<file path="config.mk">
export PLATFORM = sky130hd
export DESIGN_NAME = hlv_peak_list
export DESIGN_NICKNAME = d
export VERILOG_FILES = /design/src/rtl/hlv_pkg.sv /design/src/rtl/hlv_peak_list.sv
export SDC_FILE = /design/constraint.sdc
export NUM_CORES = 1
export LEC_CHECK = 0
export ABC_AREA = 0
export BUFFER_PORTS_ARGS = -buffer_cell sky130_fd_sc_hd__buf_4
export CORE_UTILIZATION = 61
export DETAILED_ROUTE_END_ITERATION = 10
export PLACE_DENSITY = 0.9
export SETUP_SLACK_MARGIN = 0.5
export SLEW_MARGIN = 20
export SYNTH_ARGS = -nofsm -noshare
export SYNTH_HDL_FRONTEND = slang
export SYNTH_SLANG_ARGS = --single-unit
</file>
<file path="constraint.sdc">
create_clock -name clock -period 4.9 [get_ports clock]
set_clock_uncertainty 0.2 [all_clocks]
set_input_delay 0.245 -clock clock [delete_from_list [all_inputs] [get_ports clock]]
set_output_delay 0.245 -clock clock [all_outputs]
set_load 0.02 [all_outputs]
</file>
<file path="src/rtl/hlv_pkg.sv">
// ----------------------------------------------------------------------------
// hlv_pkg
// Shared constants, codes, state encoding and the Q14 trig function of the
// Hough line accumulator.
// ----------------------------------------------------------------------------
package hlv_pkg;

   localparam int ANGLE_STEPS_DEF = 360;
   localparam int RHO_DEPTH_DEF   = 2048;
   localparam int MAX_PEAKS_DEF   = 16;

   localparam int VOTE_W     = 16;
   localparam int CSR_IDX_W  = 3;
   localparam int CSR_DATA_W = 16;

   localparam logic [1:0] OP_VOTE  = 2'd0;
   localparam logic [1:0] OP_PEAKS = 2'd1;
   localparam logic [1:0] OP_CLEAR = 2'd2;

   localparam logic [CSR_IDX_W-1:0] REG_RHO_LIMIT       = 3'd0;
   localparam logic [CSR_IDX_W-1:0] REG_ROW_LOW         = 3'd1;
   localparam logic [CSR_IDX_W-1:0] REG_ROW_HIGH        = 3'd2;
   localparam logic [CSR_IDX_W-1:0] REG_VOTE_THRESHOLD  = 3'd3;
   localparam logic [CSR_IDX_W-1:0] REG_PEAK_SEPARATION = 3'd4;

   localparam logic [11:0] RHO_LIMIT_RST       = 12'd1448;
   localparam logic [10:0] ROW_LOW_RST         = 11'd2;
   localparam logic [10:0] ROW_HIGH_RST        = 11'd1000;
   localparam logic [15:0] VOTE_THRESHOLD_RST  = 16'd100;
   localparam logic [10:0] PEAK_SEPARATION_RST = 11'd20;

   typedef enum logic [12:0] {
      ST_INIT     = 13'b0_0000_0000_0001,
      ST_IDLE     = 13'b0_0000_0000_0010,
      ST_VOTE     = 13'b0_0000_0000_0100,
      ST_SCAN_RD  = 13'b0_0000_0000_1000,
      ST_SCAN_CHK = 13'b0_0000_0001_0000,
      ST_PK_RD    = 13'b0_0000_0010_0000,
      ST_PK_DIST  = 13'b0_0000_0100_0000,
      ST_PK_CMP   = 13'b0_0000_1000_0000,
      ST_PK_VOTE  = 13'b0_0001_0000_0000,
      ST_PK_DONE  = 13'b0_0010_0000_0000,
      ST_EMIT_RD  = 13'b0_0100_0000_0000,
      ST_EMIT_MEM = 13'b0_1000_0000_0000,
      ST_EMIT_OUT = 13'b1_0000_0000_0000
   } state_type;

   function automatic logic [63:0] term_div(input logic [63:0] v, input logic odd,
                                            input logic [3:0] n);
      logic [63:0] q;
      q = v;
      case ({odd, n})
         {1'b1, 4'd1}: q = v / 6;
         {1'b1, 4'd2}: q = v / 20;
         {1'b1, 4'd3}: q = v / 42;
         {1'b1, 4'd4}: q = v / 72;
         {1'b1, 4'd5}: q = v / 110;
         {1'b1, 4'd6}: q = v / 156;
         {1'b1, 4'd7}: q = v / 210;
         {1'b1, 4'd8}: q = v / 272;
         {1'b0, 4'd1}: q = v / 2;
         {1'b0, 4'd2}: q = v / 12;
         {1'b0, 4'd3}: q = v / 30;
         {1'b0, 4'd4}: q = v / 56;
         {1'b0, 4'd5}: q = v / 90;
         {1'b0, 4'd6}: q = v / 132;
         {1'b0, 4'd7}: q = v / 182;
         {1'b0, 4'd8}: q = v / 240;
         default:      q = v;
      endcase
      return q;
   endfunction

   // Taylor series in Q30, clamped to [0, 1] and rounded to Q14
   function automatic logic [15:0] series_q14(input logic [63:0] t, input logic odd);
      logic [63:0]        t2;
      logic [63:0]        term;
      logic signed [65:0] sum;
      logic [65:0]        v;
      t2   = (t * t) >> 30;
      term = odd ? t : 64'd1073741824;
      sum  = $signed({2'b00, term});
      for (int n = 1; n <= 8; n++) begin
         term = term_div((term * t2) >> 30, odd, 4'(n));
         if ((n % 2) == 1) begin
            sum = sum - $signed({2'b00, term});
         end else begin
            sum = sum + $signed({2'b00, term});
         end
      end
      if (sum < 0) begin
         sum = '0;
      end
      if (sum > 66'sd1073741824) begin
         sum = 66'sd1073741824;
      end
      v = (unsigned'(sum) + 66'd32768) >> 16;
      return v[15:0];
   endfunction

   // returns {sin, cos}, each signed Q14
   function automatic logic [31:0] trig_q14(input logic [31:0] p);
      logic [63:0] t;
      logic [15:0] s;
      logic [15:0] c;
      logic [31:0] res;
      t   = (64'(p[29:0]) * 64'd1686629713) >> 30;
      s   = series_q14(t, 1'b1);
      c   = series_q14(t, 1'b0);
      res = {s, c};
      case (p[31:30])
         2'd0:    res = {s, c};
         2'd1:    res = {c, 16'(-c) ^ 16'(-c) ^ 16'(-s)};
         2'd2:    res = {16'(-s), 16'(-c)};
         default: res = {16'(-c), s};
      endcase
      return res;
   endfunction

endpackage

</file>
<file path="src/rtl/hlv_peak_list.sv">
// ----------------------------------------------------------------------------
// hlv_peak_list
// Peak list storage: angle, distance and cell address of each listed peak.
// ----------------------------------------------------------------------------
module hlv_peak_list #(
   parameter int DEPTH   = hlv_pkg::MAX_PEAKS_DEF,
   parameter int IDX_W   = $clog2(hlv_pkg::MAX_PEAKS_DEF),
   parameter int ENTRY_W = 41
) (
   input  logic               clock,
   input  logic               wr_en,
   input  logic [IDX_W-1:0]   wr_idx,
   input  logic [ENTRY_W-1:0] wr_data,
   input  logic [IDX_W-1:0]   rd_idx,
   output logic [ENTRY_W-1:0] rd_data
);

   logic [ENTRY_W-1:0] mem [DEPTH];

   always_ff @(posedge clock) begin
      if (wr_en) begin
         mem[wr_idx] <= wr_data;
      end
      rd_data <= mem[rd_idx];
   end

endmodule

</file>
# Yosys cells after proc, flatten, opt, wreduce, memory -nomap -nowiden
# Memories as Yosys holds them, arrays and structs flattened. A register that Yosys moved wholly into a read port is not among the register bits.
# Cells that the tools add are included.
[word_totals] ramBits=656 latchBits=0 word_cells=3 input_bits=51 reg_bits=0 mem_count=1 romBits=0 output_inout_bits=41
[memory_table] name="mem" depth=16 width=41 read_ports=1 rd_clocked_by_memory_dff=1 wr=1 line="hlv_peak_list.sv:18" text="logic [ENTRY_W-1:0] mem [DEPTH];"
[op_classes] n_shift=0 n_lt_le_gt_ge=0 div_mod_pow=0 n_reduce_logical=0 n_addsub=0 mux=2 n_mul=0 eq_ne=0 bitwise_logic=0
[ops] cell="1-bit 2-to-1 mux" n=2

# Logic depth before layout (Yosys ltp)
[depth] ltp_word=2 mapped_depth=5 depth_no_buf=3

# Worst setup path before layout
# Ideal clock, no wire load.
[synth_path] path_type="in2reg" startpoint="input port wr_idx[2]" endpoint="memory mem[0][0] (enable)" stages=2 t_arrival_ns=3.567 path_slack_ns=0.643 t_required_ns=4.209 path_cell_list="or3b_2 -> nor3_1"
[synth_lines] item="start, declared" line="hlv_peak_list.sv:12" text="input logic [IDX_W-1:0] wr_idx,"
[synth_lines] item="end, declared" line="hlv_peak_list.sv:18"
# No word-level cell before the write port.

==> out/results.ini <==
[global_route]
track_usage_pct = 30.6
grt_pass1_wl_um = 89500
grt_pass1_vias = 13100
antenna_found_initial = 0
grt_max_degree = 70
grt_overflow_total = 0

[cts]
ctsResizeCount = 0
clk_latency_ns = 0.60
htreeDepth = 3
cts_buffers = 67
clk_pin_slew_ns = 0.07
clock_sink_count = 697
root_buffer = clkbuf_16
cts.path.max_buffers = 3
cts_tree = built

[setup_path]
worstSetupEndpointType = flip-flop
path_class = in -> reg
worstPathRequired_ns = 5.14
worstPathArrival_ns = 2.55
cp_max_fo = 69
cp-start-kind = primary input

[sta]
drv_slew = 0
whs_ns = 0.0729
finalSetupViolCount = 0
fmax_ghz = 0.432
rsz0062_at_grt = false
worstMarginPinSlew_ns = 1.05
tns_ns = 0
timing.final.crit_share_pct = 47.2
hold_viol = 0
finalCriticalPeriod_ns = 2.31
slew_headroom_pct = 30.2

[flow_run]
cap_violations = 0

[detailed_routing]
drt-pass1-iter-count = 6
drt_iter0_drc = 1710
drcViolationCount = 0
ant_nets = 0
drt-total-wl_um = 62300
wl_per_cell_um = 34.0
vias = 12600
routed_via_density = 6.86

[worst_hold_path]
hold_path_class = in -> reg

[power]
p_per_area_nw_per_um2 = 431
vdd_drop_max_mv = 0.365
power_mw = 12.8
cellLeakagePower_nw = 9.63

[logic_synthesis]
yosys_warnings = 0
synth_cells = 1066
synth-seq-cells = 697
seq_area_frac_synth_pct = 80.9
postSynthAreaPerCell_um2 = 23.8
synth_cell_types = 17
syn_nets = 1117
synth_area_um2 = 25400

[cells_and_area]
instances_no_fill = 1832
fin_area_um2 = 29600
layout.nets = 1297
register_area_um2 = 20500
diodes = 0
multi_input_area_um2 = 4730
areaGrowthSynthToFinish_pct = 16.8
final_cell_mix = edfxtp_1, mux4_2, buf_4, a22oi_1, clkbuf_16
mostFrequentLayoutCell = edfxtp_1
layout-drive-gt1-share_pct = 31.4
fillers = 2144

[placement]
dp_hpwl_um = 28700
place_area_um2 = 26800
place.gp.congestion = 0.737
io_buffers = 91
dp_cells = 1663

[status]
outcome = complete, no violations

[floorplanning]
die-area_um2 = 42400
core_um2 = 40900
io_pins = 92
rows = 74
initial_core_util_pct = 62.0
die_h_um = 206
die_x_um = 206

## critical path, stage by stage
cell,delay (ns)
buf_8,0.54
buf_12,0.47
mux4_2,0.63
a22oi_1,0.36
nand2_1,0.18
## state kept, by name (all words and copies together) (netlist names)
| signal | count |
|---|---|
| rd_data | 41 |
| mem | 656 |
## logic make-up after synthesis
| logic type | synth area share, % |
|---|---|
| flip-flops | 80.9 |
| multiplexers | 14.6 |
| AO/OA/AOI/OAI | 2.43 |
| AND/OR/NAND/NOR | 1.13 |
| buffers and inverters | 1.03 |
## cells in the mapped netlist
library cell	number	area, µm²
buf_2	16	80.1
buf_4	9	67.6
or3b_2	1	8.76
nand2_1	42	158
and2_1	1	6.26
buf_1	10	37.5
nand3_1	1	5.00
nand2b_1	2	12.5
nor2_1	13	48.8
dfxtp_1	41	821
edfxtp_1	656	19700
clkbuf_1	20	75.1
a22oi_1	82	616
nor3_1	4	20.0
nand3b_1	2	15.0
mux4_2	164	3690
nor2b_1	2	12.5
## layer usage
layer  vias up  track usage, %  part of all wire, %
met4         0            13.6                  3.8
met3       170            6.56                   12
met1      6459            40.2                   34
li1       4908               -                    -
met5         -               0                    0
met2      1024            50.0                   51
## layout make-up
cell class / instances / area share [%]
timing repair buffer: 166 / 4.94
clock buffer: 94 / 6.49
clock inverter: 29 / 1.11
sequential: 697 / 69.3
tap: 532 / 2.25
multi-input combinational: 314 / 16.0
## power by group
group	switching (mW)	leakage, nW	total (mW)	internal [mW]
sequential	0.0617	6.27	6.73	6.66
combinational	0.412	2.26	0.704	0.292
clock	2.26	1.10	5.34	3.08
## stage by stage
stage / util [%] / setup slack, ns
global placement: 65.6 / 2.16
detailed placement: 65.6 / 2.07
CTS: 72.1 / 2.61
floorplan: - / 0.643
finish: 72.4 / 2.59
global route: 72.4 / 2.43
## worst paths after layout
path,start,end,slack [ns],cells after the start
setup reg to reg,mem[11][29]$_DFFE_PP_,rd_data[29]$_DFF_P_,3.07,3
hold reg to reg,mem[14][13]$_DFFE_PP_,rd_data[13]$_DFF_P_,0.48,3
hold / removal,wr_idx[0],mem[8][24]$_DFFE_PP_,0.07,3
setup / recovery,rd_idx[0],rd_data[29]$_DFF_P_,2.59,5
## timing repair
item                      CTS  global route
buffers inserted            0             0
hold buffers               41             0
hold endpoints to repair  656             0
Note: power is estimated with default switching activity, not from simulation.
